===== src/design/gsg_pkg.sv =====
// shared types and constants of the greedy slot grant scheduler
// no dependencies; used by the interfaces and every module of the block
`default_nettype none

package gsg_pkg;

  // table geometry
  localparam int unsigned MaxTerminals = 16;
  localparam int unsigned IdxW         = $clog2(MaxTerminals);
  localparam int unsigned CntW         = $clog2(MaxTerminals + 1);

  // field widths
  localparam int unsigned IdW    = 4;
  localparam int unsigned DemW   = 8;
  localparam int unsigned ByteW  = 16;
  localparam int unsigned TotalW = 32;
  localparam int unsigned TcW    = 5;

  // configuration port
  localparam int unsigned CfgIdxW  = 2;
  localparam int unsigned CfgDataW = 8;

  // configuration register indexes
  localparam logic [CfgIdxW-1:0] CfgSlotCapacity  = 2'd0;
  localparam logic [CfgIdxW-1:0] CfgTerminalCount = 2'd1;

  // register reset values
  localparam logic [DemW-1:0] SlotCapReset   = 8'd64;
  localparam logic [TcW-1:0]  TermCountReset = 5'd16;

  // item kinds
  localparam logic KindRequest = 1'b0;
  localparam logic KindBytes   = 1'b1;

  // one input item
  typedef struct packed {
    logic             kind;
    logic [IdW-1:0]   terminal_id;
    logic             active;
    logic [DemW-1:0]  demand;
    logic [ByteW-1:0] byte_count;
  } req_t;

  // one stored request
  typedef struct packed {
    logic [IdW-1:0]  id;
    logic [DemW-1:0] dem;
  } entry_t;

  // work handed from intake to the sorter on a slot request
  typedef struct packed {
    logic              go;
    logic              flush;
    logic [TotalW-1:0] bytes;
    logic [CntW-1:0]   cnt;
    logic [DemW-1:0]   capacity;
  } job_t;

  // sequencer states
  typedef enum logic [1:0] {
    ST_IDLE,
    ST_FLUSH,
    ST_SCAN,
    ST_GRANT
  } state_e;

endpackage

`default_nettype wire


===== src/design/gsg_if.sv =====
// item channels and configuration write channel of the scheduler
// depends on gsg_pkg for field widths
`default_nettype none

interface gsg_req_if;
  logic                      valid;
  logic                      ready;
  logic                      kind;
  logic [gsg_pkg::IdW-1:0]   terminal_id;
  logic                      active;
  logic [gsg_pkg::DemW-1:0]  demand;
  logic [gsg_pkg::ByteW-1:0] byte_count;

  modport source (output valid, kind, terminal_id, active, demand, byte_count,
                  input ready);
  modport sink (input valid, kind, terminal_id, active, demand, byte_count,
                output ready);
endinterface

interface gsg_res_if;
  logic                       valid;
  logic                       ready;
  logic                       result_kind;
  logic [gsg_pkg::IdW-1:0]    grant_terminal;
  logic [gsg_pkg::DemW-1:0]   grant_demand;
  logic                       granted;
  logic [gsg_pkg::TotalW-1:0] byte_total;
  logic                       last;

  modport source (output valid, result_kind, grant_terminal, grant_demand, granted,
                  byte_total, last, input ready);
  modport sink (input valid, result_kind, grant_terminal, grant_demand, granted,
                byte_total, last, output ready);
endinterface

interface gsg_cfg_if;
  logic                         valid;
  logic                         ready;
  logic [gsg_pkg::CfgIdxW-1:0]  index;
  logic [gsg_pkg::CfgDataW-1:0] data;

  modport source (output valid, index, data, input ready);
  modport sink (input valid, index, data, output ready);
endinterface

`default_nettype wire


===== src/design/greedy_slot_grant_scheduler.sv =====
// Greedy slot grant scheduler. A byte report adds to a saturating 32-bit
// total. A slot request first flushes a nonzero byte total as a byte result.
// The request that closes a round with stored requests keeps the input
// blocked until every grant has been decided and loaded into the result
// register, also while the result side stalls: one comparator walks the stored
// requests once per grant to find the largest remaining demand, then decides
// that grant against the capacity left. Results leave through a register, so
// the final result may still wait while the next item is taken. Ties in demand
// are granted in arrival order.
// depends on gsg_pkg, gsg_if, gsg_intake, gsg_sorter
`default_nettype none

module greedy_slot_grant_scheduler (
  input wire logic  clk_i,
  input wire logic  rst_ni,
  gsg_req_if.sink   req_i,
  gsg_res_if.source res_o,
  gsg_cfg_if.sink   cfg_i
);

  gsg_pkg::req_t               req;
  gsg_pkg::job_t               job;
  gsg_pkg::entry_t             rd_entry;
  logic [gsg_pkg::IdxW-1:0]    rd_idx;
  logic [gsg_pkg::DemW-1:0]    capacity;
  logic                        idle;
  logic                        req_fire;
  logic                        cfg_fire;

  // handshakes
  assign req_i.ready = idle;
  assign cfg_i.ready = 1'b1;
  assign req_fire    = req_i.valid && req_i.ready;
  assign cfg_fire    = cfg_i.valid && cfg_i.ready;

  // pack the input item
  always_comb begin
    req.kind        = req_i.kind;
    req.terminal_id = req_i.terminal_id;
    req.active      = req_i.active;
    req.demand      = req_i.demand;
    req.byte_count  = req_i.byte_count;
  end

  gsg_intake u_intake (
    .clk_i       (clk_i),
    .rst_ni      (rst_ni),
    .req_fire_i  (req_fire),
    .req_i       (req),
    .cfg_fire_i  (cfg_fire),
    .cfg_index_i (cfg_i.index),
    .cfg_data_i  (cfg_i.data),
    .rd_idx_i    (rd_idx),
    .rd_entry_o  (rd_entry),
    .job_o       (job),
    .capacity_o  (capacity)
  );

  gsg_sorter u_sorter (
    .clk_i          (clk_i),
    .rst_ni         (rst_ni),
    .job_i          (job),
    .rd_idx_o       (rd_idx),
    .rd_entry_i     (rd_entry),
    .idle_o         (idle),
    .res_valid_o    (res_o.valid),
    .res_ready_i    (res_o.ready),
    .res_kind_o     (res_o.result_kind),
    .res_terminal_o (res_o.grant_terminal),
    .res_demand_o   (res_o.grant_demand),
    .res_granted_o  (res_o.granted),
    .res_total_o    (res_o.byte_total),
    .res_last_o     (res_o.last)
  );

  // a flushing request must hold off the next item
  a_flush_busy: assert property (@(posedge clk_i) disable iff (!rst_ni)
    job.go && job.flush |=> !req_i.ready)
    else $error("input taken while a byte result is pending");

  // a byte result never carries an empty total
  a_bytes_nonzero: assert property (@(posedge clk_i) disable iff (!rst_ni)
    res_o.valid && (res_o.result_kind == gsg_pkg::KindBytes) |-> res_o.byte_total != '0)
    else $error("byte result with zero total");

  // a granted demand always fits within the frame capacity
  a_grant_fits: assert property (@(posedge clk_i) disable iff (!rst_ni)
    res_o.valid && (res_o.result_kind == gsg_pkg::KindRequest) && res_o.granted
    |-> res_o.grant_demand <= capacity)
    else $error("grant exceeds slot capacity");

endmodule

`default_nettype wire


===== src/design/gsg_intake.sv =====
// intake: configuration registers, byte accumulator, round counters, request table
// depends on gsg_pkg
`default_nettype none

module gsg_intake (
  input  wire logic                         clk_i,
  input  wire logic                         rst_ni,
  input  wire logic                         req_fire_i,
  input  wire gsg_pkg::req_t                req_i,
  input  wire logic                         cfg_fire_i,
  input  wire logic [gsg_pkg::CfgIdxW-1:0]  cfg_index_i,
  input  wire logic [gsg_pkg::CfgDataW-1:0] cfg_data_i,
  input  wire logic [gsg_pkg::IdxW-1:0]     rd_idx_i,
  output gsg_pkg::entry_t                   rd_entry_o,
  output gsg_pkg::job_t                     job_o,
  output logic [gsg_pkg::DemW-1:0]          capacity_o
);

  logic [gsg_pkg::DemW-1:0]   slot_capacity_q, slot_capacity_d;
  logic [gsg_pkg::TcW-1:0]    terminal_count_q, terminal_count_d;
  logic [gsg_pkg::TcW-1:0]    reports_left_q, reports_left_d;
  logic [gsg_pkg::CntW-1:0]   stored_count_q, stored_count_d;
  logic [gsg_pkg::TotalW-1:0] acc_q, acc_d;

  gsg_pkg::entry_t table_q [gsg_pkg::MaxTerminals];

  logic                       bytes_fire;
  logic                       slot_fire;
  logic                       do_store;
  logic                       round_end;
  logic [gsg_pkg::CntW-1:0]   new_cnt;
  logic [gsg_pkg::TotalW:0]   acc_sum;

  assign bytes_fire = req_fire_i && (req_i.kind == gsg_pkg::KindBytes);
  assign slot_fire  = req_fire_i && (req_i.kind == gsg_pkg::KindRequest);
  assign do_store   = slot_fire && req_i.active &&
                      (stored_count_q < gsg_pkg::CntW'(gsg_pkg::MaxTerminals));
  assign new_cnt    = stored_count_q + gsg_pkg::CntW'(do_store);
  // a count of zero behaves like one
  assign round_end  = reports_left_q <= gsg_pkg::TcW'(1);
  assign acc_sum    = {1'b0, acc_q} + {{(gsg_pkg::TotalW + 1 - gsg_pkg::ByteW){1'b0}},
                                       req_i.byte_count};

  // job for the sorter, valid in the cycle of the slot request
  always_comb begin
    job_o.go       = slot_fire;
    job_o.flush    = acc_q != '0;
    job_o.bytes    = acc_q;
    job_o.cnt      = round_end ? new_cnt : '0;
    job_o.capacity = slot_capacity_q;
  end

  // next values of counters, accumulator and registers
  always_comb begin
    slot_capacity_d  = slot_capacity_q;
    terminal_count_d = terminal_count_q;
    reports_left_d   = reports_left_q;
    stored_count_d   = stored_count_q;
    acc_d            = acc_q;
    if (bytes_fire) begin
      // saturating accumulate
      acc_d = acc_sum[gsg_pkg::TotalW] ? '1 : acc_sum[gsg_pkg::TotalW-1:0];
    end
    if (slot_fire) begin
      acc_d = '0;
      if (round_end) begin
        stored_count_d = '0;
        reports_left_d = terminal_count_q;
      end else begin
        stored_count_d = new_cnt;
        reports_left_d = reports_left_q - gsg_pkg::TcW'(1);
      end
    end
    if (cfg_fire_i) begin
      case (cfg_index_i)
        gsg_pkg::CfgSlotCapacity: begin
          slot_capacity_d = cfg_data_i[gsg_pkg::DemW-1:0];
        end
        gsg_pkg::CfgTerminalCount: begin
          terminal_count_d = cfg_data_i[gsg_pkg::TcW-1:0];
          reports_left_d   = cfg_data_i[gsg_pkg::TcW-1:0];
        end
        default: begin
        end
      endcase
    end
  end

  always_ff @(posedge clk_i or negedge rst_ni) begin
    if (!rst_ni) begin
      slot_capacity_q  <= gsg_pkg::SlotCapReset;
      terminal_count_q <= gsg_pkg::TermCountReset;
      reports_left_q   <= gsg_pkg::TermCountReset;
      stored_count_q   <= '0;
      acc_q            <= '0;
    end else begin
      slot_capacity_q  <= slot_capacity_d;
      terminal_count_q <= terminal_count_d;
      reports_left_q   <= reports_left_d;
      stored_count_q   <= stored_count_d;
      acc_q            <= acc_d;
    end
  end

  // request table, filled in arrival order
  always_ff @(posedge clk_i) begin
    if (do_store) begin
      table_q[stored_count_q[gsg_pkg::IdxW-1:0]] <= '{id: req_i.terminal_id,
                                                      dem: req_i.demand};
    end
  end

  assign rd_entry_o = table_q[rd_idx_i];
  assign capacity_o = slot_capacity_q;

endmodule

`default_nettype wire


===== src/design/gsg_sorter.sv =====
// sorter: sequencer around one shared comparator that picks the largest
// remaining demand per pass and decides each grant; holds the result register
// depends on gsg_pkg
`default_nettype none

module gsg_sorter (
  input  wire logic                       clk_i,
  input  wire logic                       rst_ni,
  input  wire gsg_pkg::job_t              job_i,
  output logic [gsg_pkg::IdxW-1:0]        rd_idx_o,
  input  wire gsg_pkg::entry_t            rd_entry_i,
  output logic                            idle_o,
  output logic                            res_valid_o,
  input  wire logic                       res_ready_i,
  output logic                            res_kind_o,
  output logic [gsg_pkg::IdW-1:0]         res_terminal_o,
  output logic [gsg_pkg::DemW-1:0]        res_demand_o,
  output logic                            res_granted_o,
  output logic [gsg_pkg::TotalW-1:0]      res_total_o,
  output logic                            res_last_o
);

  gsg_pkg::state_e state_q, state_d;

  logic [gsg_pkg::TotalW-1:0]       bytes_q;
  logic [gsg_pkg::CntW-1:0]         cnt_q;
  logic [gsg_pkg::DemW-1:0]         remaining_q;
  logic [gsg_pkg::IdxW-1:0]         idx_q;
  logic                             found_q;
  logic [gsg_pkg::DemW-1:0]         best_dem_q;
  logic [gsg_pkg::IdW-1:0]          best_id_q;
  logic [gsg_pkg::IdxW-1:0]         best_idx_q;
  logic [gsg_pkg::MaxTerminals-1:0] done_q;
  logic [gsg_pkg::CntW-1:0]         emitted_q;

  logic                             out_free;
  logic                             scan_end;
  logic                             grant_last;
  logic [gsg_pkg::CntW-1:0]         emitted_nxt;
  logic                             load_bytes;
  logic                             load_grant;
  logic                             scan_step;
  logic                             take;

  // shared comparator
  logic [gsg_pkg::DemW-1:0]         cmp_a, cmp_b;
  logic                             cmp_gt;

  assign out_free    = !res_valid_o || res_ready_i;
  assign scan_end    = {1'b0, idx_q} == (cnt_q - gsg_pkg::CntW'(1));
  assign emitted_nxt = emitted_q + gsg_pkg::CntW'(1);
  assign grant_last  = emitted_nxt == cnt_q;
  assign rd_idx_o    = idx_q;

  // in a scan the comparator ranks the entry against the best so far,
  // in a grant it checks the best demand against the remaining capacity
  always_comb begin
    if (state_q == gsg_pkg::ST_GRANT) begin
      cmp_a = best_dem_q;
      cmp_b = remaining_q;
    end else begin
      cmp_a = rd_entry_i.dem;
      cmp_b = best_dem_q;
    end
  end
  assign cmp_gt = cmp_a > cmp_b;

  // strict compare keeps the earliest arrival among equal demands
  assign take = !done_q[idx_q] && (!found_q || cmp_gt);

  // next state
  always_comb begin
    state_d = state_q;
    case (state_q)
      gsg_pkg::ST_IDLE: begin
        if (job_i.go) begin
          if (job_i.flush) begin
            state_d = gsg_pkg::ST_FLUSH;
          end else if (job_i.cnt != '0) begin
            state_d = gsg_pkg::ST_SCAN;
          end
        end
      end
      gsg_pkg::ST_FLUSH: begin
        if (out_free) begin
          state_d = (cnt_q != '0) ? gsg_pkg::ST_SCAN : gsg_pkg::ST_IDLE;
        end
      end
      gsg_pkg::ST_SCAN: begin
        if (scan_end) begin
          state_d = gsg_pkg::ST_GRANT;
        end
      end
      gsg_pkg::ST_GRANT: begin
        if (out_free) begin
          state_d = grant_last ? gsg_pkg::ST_IDLE : gsg_pkg::ST_SCAN;
        end
      end
      default: begin
        state_d = gsg_pkg::ST_IDLE;
      end
    endcase
  end

  // sequencer outputs
  always_comb begin
    load_bytes = 1'b0;
    load_grant = 1'b0;
    scan_step  = 1'b0;
    idle_o     = 1'b0;
    case (state_q)
      gsg_pkg::ST_IDLE:  idle_o     = 1'b1;
      gsg_pkg::ST_FLUSH: load_bytes = out_free;
      gsg_pkg::ST_SCAN:  scan_step  = 1'b1;
      gsg_pkg::ST_GRANT: load_grant = out_free;
      default: begin
      end
    endcase
  end

  always_ff @(posedge clk_i or negedge rst_ni) begin
    if (!rst_ni) begin
      state_q <= gsg_pkg::ST_IDLE;
    end else begin
      state_q <= state_d;
    end
  end

  // job context and scan registers
  always_ff @(posedge clk_i or negedge rst_ni) begin
    if (!rst_ni) begin
      idx_q     <= '0;
      found_q   <= 1'b0;
      done_q    <= '0;
      emitted_q <= '0;
    end else begin
      if (idle_o && job_i.go) begin
        idx_q     <= '0;
        found_q   <= 1'b0;
        done_q    <= '0;
        emitted_q <= '0;
      end
      if (scan_step) begin
        idx_q <= idx_q + gsg_pkg::IdxW'(1);
        if (take) begin
          found_q <= 1'b1;
        end
      end
      if (load_grant) begin
        idx_q              <= '0;
        found_q            <= 1'b0;
        done_q[best_idx_q] <= 1'b1;
        emitted_q          <= emitted_nxt;
      end
    end
  end

  always_ff @(posedge clk_i) begin
    if (idle_o && job_i.go) begin
      bytes_q     <= job_i.bytes;
      cnt_q       <= job_i.cnt;
      remaining_q <= job_i.capacity;
    end
    if (scan_step && take) begin
      best_dem_q <= rd_entry_i.dem;
      best_id_q  <= rd_entry_i.id;
      best_idx_q <= idx_q;
    end
    if (load_grant && !cmp_gt) begin
      remaining_q <= remaining_q - best_dem_q;
    end
  end

  // result register
  always_ff @(posedge clk_i or negedge rst_ni) begin
    if (!rst_ni) begin
      res_valid_o <= 1'b0;
    end else if (load_bytes || load_grant) begin
      res_valid_o <= 1'b1;
    end else if (res_ready_i) begin
      res_valid_o <= 1'b0;
    end
  end

  always_ff @(posedge clk_i) begin
    if (load_bytes) begin
      res_kind_o     <= gsg_pkg::KindBytes;
      res_terminal_o <= '0;
      res_demand_o   <= '0;
      res_granted_o  <= 1'b0;
      res_total_o    <= bytes_q;
      res_last_o     <= cnt_q == '0;
    end else if (load_grant) begin
      res_kind_o     <= gsg_pkg::KindRequest;
      res_terminal_o <= best_id_q;
      res_demand_o   <= best_dem_q;
      res_granted_o  <= !cmp_gt;
      res_total_o    <= '0;
      res_last_o     <= grant_last;
    end
  end

endmodule

`default_nettype wire


===== src/flat_wrapper.sv =====
// flat-port wrapper written by rule: the top's interface ports become plain ports
module greedy_slot_grant_scheduler_flat 
  (clk_i, rst_ni, req_i_valid, req_i_kind, req_i_terminal_id, req_i_active, req_i_demand, req_i_byte_count, req_i_ready, res_o_valid, res_o_result_kind, res_o_grant_terminal, res_o_grant_demand, res_o_granted, res_o_byte_total, res_o_last, res_o_ready, cfg_i_valid, cfg_i_index, cfg_i_data, cfg_i_ready);
  gsg_req_if req_i_i ();
  gsg_res_if res_o_i ();
  gsg_cfg_if cfg_i_i ();
  input wire logic clk_i;
  input wire logic rst_ni;
  input wire logic [$bits(req_i_i.valid)-1:0] req_i_valid;
  input wire logic [$bits(req_i_i.kind)-1:0] req_i_kind;
  input wire logic [$bits(req_i_i.terminal_id)-1:0] req_i_terminal_id;
  input wire logic [$bits(req_i_i.active)-1:0] req_i_active;
  input wire logic [$bits(req_i_i.demand)-1:0] req_i_demand;
  input wire logic [$bits(req_i_i.byte_count)-1:0] req_i_byte_count;
  output wire logic [$bits(req_i_i.ready)-1:0] req_i_ready;
  output wire logic [$bits(res_o_i.valid)-1:0] res_o_valid;
  output wire logic [$bits(res_o_i.result_kind)-1:0] res_o_result_kind;
  output wire logic [$bits(res_o_i.grant_terminal)-1:0] res_o_grant_terminal;
  output wire logic [$bits(res_o_i.grant_demand)-1:0] res_o_grant_demand;
  output wire logic [$bits(res_o_i.granted)-1:0] res_o_granted;
  output wire logic [$bits(res_o_i.byte_total)-1:0] res_o_byte_total;
  output wire logic [$bits(res_o_i.last)-1:0] res_o_last;
  input wire logic [$bits(res_o_i.ready)-1:0] res_o_ready;
  input wire logic [$bits(cfg_i_i.valid)-1:0] cfg_i_valid;
  input wire logic [$bits(cfg_i_i.index)-1:0] cfg_i_index;
  input wire logic [$bits(cfg_i_i.data)-1:0] cfg_i_data;
  output wire logic [$bits(cfg_i_i.ready)-1:0] cfg_i_ready;
  assign req_i_i.valid = req_i_valid;
  assign req_i_i.kind = req_i_kind;
  assign req_i_i.terminal_id = req_i_terminal_id;
  assign req_i_i.active = req_i_active;
  assign req_i_i.demand = req_i_demand;
  assign req_i_i.byte_count = req_i_byte_count;
  assign req_i_ready = req_i_i.ready;
  assign res_o_valid = res_o_i.valid;
  assign res_o_result_kind = res_o_i.result_kind;
  assign res_o_grant_terminal = res_o_i.grant_terminal;
  assign res_o_grant_demand = res_o_i.grant_demand;
  assign res_o_granted = res_o_i.granted;
  assign res_o_byte_total = res_o_i.byte_total;
  assign res_o_last = res_o_i.last;
  assign res_o_i.ready = res_o_ready;
  assign cfg_i_i.valid = cfg_i_valid;
  assign cfg_i_i.index = cfg_i_index;
  assign cfg_i_i.data = cfg_i_data;
  assign cfg_i_ready = cfg_i_i.ready;
  greedy_slot_grant_scheduler u_core (.clk_i(clk_i), .rst_ni(rst_ni), .req_i(req_i_i), .res_o(res_o_i), .cfg_i(cfg_i_i));
endmodule

===== config.mk =====
export PLATFORM = sky130hd
export DESIGN_NAME = greedy_slot_grant_scheduler_flat
export DESIGN_NICKNAME = d
export VERILOG_FILES = /design/src/design/gsg_pkg.sv /design/src/design/gsg_if.sv /design/src/design/greedy_slot_grant_scheduler.sv /design/src/design/gsg_intake.sv /design/src/design/gsg_sorter.sv /design/src/flat_wrapper.sv
export SDC_FILE = /design/constraint.sdc
export NUM_CORES = 1
export LEC_CHECK = 0
export BUFFER_PORTS_ARGS = -buffer_cell sky130_fd_sc_hd__buf_2
export CORE_ASPECT_RATIO = 1.4
export CORE_MARGIN = 2
export CORE_UTILIZATION = 59
export CTS_CLUSTER_SIZE = 14
export DETAILED_ROUTE_END_ITERATION = 8
export PLACE_DENSITY_LB_ADDON = 0.12
export SLEW_MARGIN = 10
export SYNTH_ARGS = -nofsm -noshare
export SYNTH_HDL_FRONTEND = slang
export SYNTH_SLANG_ARGS = --single-unit
export TNS_END_PERCENT = 10

===== constraint.sdc =====
create_clock -name clk_i -period 8.48 [get_ports clk_i]
set_clock_uncertainty 0.05 [all_clocks]
set_input_delay 0.848 -clock clk_i [delete_from_list [all_inputs] [get_ports clk_i]]
set_output_delay 0.848 -clock clk_i [all_outputs]
set_load 0.01 [all_outputs]

==> results of run 1 <==
sequential cells by signal (all words and copies together), names as in the netlist, 8 cells and up:
register                      cells
u_core.u_intake.table_q         192
u_core.u_intake.acc_q            32
u_core.u_sorter.bytes_q          32
u_core.u_sorter.res_total_o      32
u_core.u_sorter.done_q           16
u_core.u_intake.capacity_o        8
u_core.u_sorter.best_dem_q        8
u_core.u_sorter.remaining_q       8
u_core.u_sorter.res_demand_o      8
logic make-up (layout without fill, tap and decap cells):
family	Yosys count	after routing	share of synthesized area [%]
buf+inv	85	212	2.10
mux	101	101	8.39
simple gates	310	310	9.10
compound gates	257	257	9.92
fa+ha+maj	40	40	3.08
xor+xnor	36	36	1.88
other cells	1	2	0.0224
flops	384	384	65.5
layout make-up:
class,count,area (µm²),area share (%)
clock inverters,19,219,1.16
flip-flops and latches,384,11000,57.9
repair buffers,110,596,3.14
diodes,1,2.50,0.0132
clock buffers,50,1080,5.70
multi-input cells,745,5480,28.9
inverters,33,124,0.654
well taps,375,469,2.48
power by group:
group / internal (mW) / switching [mW] / leakage [nW]
clock: 1.05 / 0.688 / 0.627
sequential: 2.40 / 0.277 / 3.78
combinational: 0.863 / 1.19 / 2.75
total: 4.31 / 2.15 / 7.16
cells in the mapped netlist (all sizes together) (5+ instances only):
library cell,count
nor4,11
mux2,25
ha,38
dfxtp,14
inv,32
a22oi,12
nor2,67
o21ai,89
nand3,19
a22o,16
nor3,21
a21oi,48
nand2b,7
clkbuf,34
edfxtp,286
nand2,93
buf,18
o31ai,9
mux2i,47
a21o,9
a31oi,14
or2,6
a211oi,9
dfrtp,81
o21a,5
nand4,7
a221oi,13
o22ai,6
and3,15
mux4,29
xor2,17
xnor2,19
and2,41
nor2b,10
layout by cell type, fill, tap and decap left out, types with 7 or more instances in the layout:
cell	instances
mux4_2	29
nand2_1	92
a22o_1	16
clkbuf_1	7
a31oi_1	14
nor2b_1	9
mux2_2	25
edfxtp_1	286
a221oi_1	13
o21ai_0	88
xor2_1	17
xnor2_1	19
nand2b_1	7
o31ai_1	9
nor2_1	57
nand4_1	7
clkinv_1	9
nor4_1	11
a22oi_1	12
mux2i_1	47
inv_1	31
dfxtp_1	14
a21o_1	9
buf_4	18
nor3_1	16
nand3_1	19
ha_1	38
and3_1	14
buf_2	92
nor2_2	10
clkbuf_16	41
dfrtp_1	80
and2_1	39
a211oi_1	9
a21oi_1	48
worst max-delay path, stage by stage, from the launching register on:
cell,delay [ps]
dfrtp_4,840
buf_4,710
mux2_2,410
o21ai_0,180
a21oi_1,90
o21ai_0,230
a31oi_1,170
ha_1,400
nand4_1,110
o21bai_1,170
a21oi_1,500
o21a_1,700
how the worst max path moves through the flow:
stage                                      from                        endpoint  slack [ps]  cells past startpoint
floorplan           u_core.u_sorter.rd_idx_o[0]  u_core.u_sorter.remaining_q[0]        4670                     14
global placement    u_core.u_sorter.rd_idx_o[0]  u_core.u_sorter.remaining_q[6]        3550                     12
finish              u_core.u_sorter.rd_idx_o[0]    u_core.u_sorter.best_id_q[3]        3450                     11
global route        u_core.u_sorter.rd_idx_o[0]   u_core.u_sorter.best_dem_q[4]        2970                     11
CTS                 u_core.u_sorter.rd_idx_o[0]   u_core.u_sorter.best_idx_q[0]        3380                     11
detailed placement  u_core.u_sorter.rd_idx_o[0]    u_core.u_sorter.best_id_q[2]        3400                     11
metrics by stage:
stage	utilization [%]	std cells	setup WS (ps)	hold slack, ps	area (µm²)
floorplan	-	1214	4670	373	16800
global placement	62.7	1647	3550	382	17700
detailed placement	62.7	1647	3400	389	17700
CTS	67.4	1716	3380	86.8	18900
global route	67.4	1716	2970	95.2	18900
finish	67.4	1717	3450	99.8	19000
per-layer routing:
metal / up-vias / global-route usage, %
li1: 4816 / -
met1: 5132 / 31.0
met2: 331 / 43.5
met3: 111 / 3.53
met4: 0 / 11.6
met5: - / 0
==> flow_summary.json, run 1 <==
{
  "cap_violations": 0,
  "outcome": "complete, no violations",
  "synth-edff-count": 286,
  "die_x_um": 146,
  "cts_buffers": 38,
  "coreArea_um2": 28100,
  "worstSetupStartpointType": "flop",
  "crit_fanout": 46,
  "cts-root-buf": "clkbuf_16",
  "min_path_type": "primary input to async pin",
  "syn_nets": 1299,
  "fin_nets": 1397,
  "ctsResizeCount": 0,
  "first_global_vias": 10400,
  "vdd_drop_max_mv": 0.208,
  "rsz0062_at_grt": "false",
  "setup_viol": 0,
  "seq_area_frac_synth_pct": 65.5,
  "ys.flop_type": "edfxtp_1",
  "grt_pass1_wl_mm": 56.9,
  "total_power_mw": 6.46,
  "synthArstFlopShare_pct": 21.9,
  "ant_nets": 0,
  "clk-insertion-delay-late_ps": 530,
  "power-per-cell-area_nw_per_um2": 341,
  "die_h_um": 203,
  "num_vias": 10400,
  "tightest_slew_ps": 1080,
  "holdBufCountCts": 0,
  "dp_hpwl_mm": 24.0,
  "wl_per_cell_um": 21.1,
  "grt_usage_pct": 24.9,
  "route.met2.wl_mm": 18.5,
  "rows": 73,
  "r2r_start": "u_core.u_sorter.rd_idx_o[0]",
  "slew_headroom_pct": 27.7,
  "cts_max_level": 2,
  "tns_ps": 0,
  "area_growth_pct": 13.1,
  "ios": 95,
  "p_leak_nw": 7.16,
  "routed_wl_mm": 36.2,
  "end_kind": "flop",
  "layout_min_cycle_time_ps": 5030,
  "antenna_found_initial": 1,
  "gp_congestion": 0.851,
  "synth_area_um2": 16800,
  "worstPathArrival_ps": 5140,
  "grt_max_degree": 74,
  "post-cts-setup-buffer-count": 0,
  "synth_top_area_share_pct": 51.3,
  "first_pass_iters": 5,
  "r2r_cells": 11,
  "yosys_warnings": 0,
  "portBuffers": 93,
  "fin_crit_sh_pct": 59.3,
  "cp.required_ps": 8590,
  "path_class": "flop to flop",
  "hold_violations": 0,
  "grt_remaining_overflow": 0,
  "synth-seq-cells": 384,
  "r2r_slack_ps": 3450,
  "initial_core_util_pct": 59.5,
  "ys_types": 71,
  "dieArea_um2": 29800,
  "synth.area.top_cells": "edfxtp_1, dfrtp_1, mux4_2",
  "drt-met1-wl_mm": 14.2,
  "clockBufferDepth": 3,
  "drive_above_1_share_pct": 18.8,
  "rr_endpoint": "u_core.u_sorter.best_id_q[3]",
  "cts_tree": "done",
  "synthCells": 1214,
  "drc": 0,
  "met3WireLength_mm": 1.79,
  "cts.clk_slew.worst_paths_ps": 60,
  "clock_sinks": 384,
  "drv_slew": 0,
  "viasPerCell": 6.05,
  "max_freq_ghz": 0.199,
  "highest_layer": "met4",
  "synth_top_cell_by_area": "edfxtp_1",
  "nFillCells": 2079,
  "drtIter0Drc": 989,
  "avgSynthCellArea_um2": 13.8
}
No activity file was read; power rests on OpenSTA's default activity.
==> inputs of run 2 (changes only) <==
--- a/config.mk
+++ b/config.mk
@@ -8,7 +8,7 @@
 export BUFFER_PORTS_ARGS = -buffer_cell sky130_fd_sc_hd__buf_2
 export CORE_ASPECT_RATIO = 1.4
 export CORE_MARGIN = 2
-export CORE_UTILIZATION = 59
+export CORE_UTILIZATION = 55
 export CTS_CLUSTER_SIZE = 14
 export DETAILED_ROUTE_END_ITERATION = 8
 export PLACE_DENSITY_LB_ADDON = 0.12
==> constraint.sdc (replaced) <==
create_clock -name clk_i -period 4.1 [get_ports clk_i]
set_clock_uncertainty 0.05 [all_clocks]
set_input_delay 0.41 -clock clk_i [delete_from_list [all_inputs] [get_ports clk_i]]
set_output_delay 0.41 -clock clk_i [all_outputs]
set_load 0.01 [all_outputs]
==> run 2 against run 1 <==
Clock-buffer cell count increased by 5. Global-route usage fell by 0.88 points. Largest cell class unchanged. Wire length rose by 3.0%. Worst hold slack got worse by 32 ps. Maximum frequency rose by 30%. Flip-flop and latch count unchanged. Worst setup slack got worse by 3200 ps. Critical endpoint is now u_core.u_sorter.remaining_q[3]. Highest routed layer unchanged.
==> flow_summary.json, run 2 (synthesis results as in run 1) <==
{
  "area_growth_pct": 14.7,
  "layout_min_cycle_time_ps": 3870,
  "drc": 0,
  "hold_violations": 0,
  "portBuffers": 93,
  "end_kind": "flop",
  "clk-insertion-delay-late_ps": 540,
  "fin_nets": 1432,
  "crit_slowest_cell": "dfrtp_4",
  "rsz0062_at_grt": "false",
  "layout_common_cells": "edfxtp_1, nand2_1, buf_2, o21ai_0, dfrtp_1",
  "die_h_um": 211,
  "grt_remaining_overflow": 0,
  "antenna_found_initial": 0,
  "critPathCapture": "u_core.u_sorter.remaining_q[3]",
  "clock_sinks": 384,
  "first_global_vias": 10400,
  "r2r_slack_ps": 230,
  "max_freq_ghz": 0.258,
  "fin_crit_sh_pct": 94.4,
  "tightest_slew_ps": 1070,
  "slew_headroom_pct": 28.9,
  "clockBufferDepth": 3,
  "viasPerCell": 5.94,
  "drtIter0Drc": 602,
  "cts_max_level": 2,
  "r2r_cells": 14,
  "r2r_start": "u_core.u_sorter.rd_idx_o[0]",
  "path_class": "flop to flop",
  "worst_path_most_repeated_cell": "a21oi_1",
  "ant_nets": 0,
  "crit_start": "u_core.u_sorter.rd_idx_o[0]",
  "slowest_delay_ps": 570,
  "grt_usage_pct": 24.0,
  "crit_fanout": 17,
  "cts_buffers": 37,
  "diodes": 0,
  "post-cts-setup-buffer-count": 0,
  "vdd_drop_max_mv": 0.411,
  "ios": 95,
  "largest_register_ffs": 192,
  "cts.clk_slew.worst_paths_ps": 70,
  "die_x_um": 152,
  "dp_hpwl_mm": 25.1,
  "cp.required_ps": 4320,
  "setup_viol": 0,
  "grt_pass1_wl_mm": 57.9,
  "dieArea_um2": 31900,
  "worstSetupStartpointType": "flop",
  "initial_core_util_pct": 55.8,
  "gp_congestion": 0.828,
  "p_leak_nw": 7.36,
  "cap_violations": 0,
  "final_cell_area_um2": 19200,
  "wl_per_cell_um": 21.2,
  "cts-root-buf": "clkbuf_16",
  "crit_chain": "buf_12 > mux2_2 > o21ai_0 > a21oi_1 > o21ai_0 > a31oi_1 > ha_1 > a21o_1 > a21o_1 > a21oi_1 > a21oi_1 > buf_4 > nor2_2 > mux2_2",
  "coreArea_um2": 30000,
  "drive_above_1_share_pct": 20.5,
  "rr_endpoint": "u_core.u_sorter.remaining_q[3]",
  "drv_slew": 0,
  "total_power_mw": 13.7,
  "utilization_pct": 64.0,
  "first_pass_iters": 5,
  "worstPathArrival_ps": 4090,
  "post_dp_cell_area_um2": 17900,
  "routed_wl_mm": 37.3,
  "tns_ps": 0,
  "num_vias": 10500,
  "final_common_cell": "edfxtp_1",
  "min_path_type": "primary input to flop",
  "power-per-cell-area_nw_per_um2": 711,
  "grt_max_degree": 58,
  "outcome": "complete, no violations",
  "rows": 75,
  "cts_tree": "done"
}
==> run 2: cell types whose count changed in the layout (fill, tap and decap cells not counted), sizes merged <==
| cell | delta |
|---|---|
| dlygate4sd3 | +1 |
| clkinv | -5 |
| buf | +35 |
| inv | +1 |
| diode | -1 |
| clkinvlp | -1 |
| bufinv | -1 |
| clkbuf | +5 |
==> run 2: final cells by class <==
| class | count | area (µm²) |
|---|---|---|
| Clock buffer | 55 | 1110 |
| Tap cell | 385 | 482 |
| Timing Repair Buffer | 146 | 893 |
| Sequential cell | 384 | 11000 |
| Fill cell | 2326 | 10800 |
| Inverter | 33 | 124 |
| Multi-Input combinational cell | 745 | 5450 |
| Clock inverter | 13 | 173 |
==> run 2: timing repair <==
| action | CTS | global route |
|---|---|---|
| hold buffers | 1 | 0 |
| endpoints found under the setup margin | 0 | 14 |
| endpoints found under the hold margin | 52 | 0 |
| gates resized for setup | 0 | 2 |
==> run 2: worst min path at each step <==
stage	from	end	slack [ps]	depth (start not counted)
6_report	cfg_i_data[4]	u_core.u_intake.terminal_count_q[4]	70	3
5_1_grt	cfg_i_data[5]	u_core.u_intake.capacity_o[5]	70	2
4_1_cts	cfg_i_data[4]	u_core.u_intake.terminal_count_q[4]	40	3
3_5_place_dp	u_core.u_sorter.res_demand_o[5]	u_core.u_sorter.res_demand_o[5]	390	2
3_3_place_gp	u_core.u_sorter.res_demand_o[3]	u_core.u_sorter.res_demand_o[3]	390	2
2_1_floorplan	rst_ni	u_core.u_intake.acc_q[0]	60	0
==> run 2: metrics by stage <==
stage,setup WS [ps],hold slack [ps],instances
6_report,230,67.4,1761
5_1_grt,14.3,65.7,1761
4_1_cts,70.2,43.2,1761
3_5_place_dp,97.9,393,1692
3_3_place_gp,246,385,1692
2_1_floorplan,293,64.4,1214
==> run 2: critical path, delay by kind of cell, from the launching register on <==
family	cells	cell delay [ps]
fa+ha+maj	1	210
mux	2	720
flops	1	570
buf+inv	2	390
compound gates	8	1420
simple gates	1	240
==> run 2: power by group <==
part | total [mW] | internal, mW | switching [mW]
logic | 4.60 | 2.02 | 2.58
registers | 5.50 | 4.95 | 0.544
clock network | 3.56 | 2.13 | 1.43
total | 13.7 | 9.10 | 4.55
==> run 2: routing by layer <==
metal,track usage [%],up-vias,part of all wire [%]
met5,0,-,0
met4,9.13,0,3.7
met3,3.29,77,4.6
met2,42.7,277,52
met1,29.8,5236,39
li1,-,4869,-
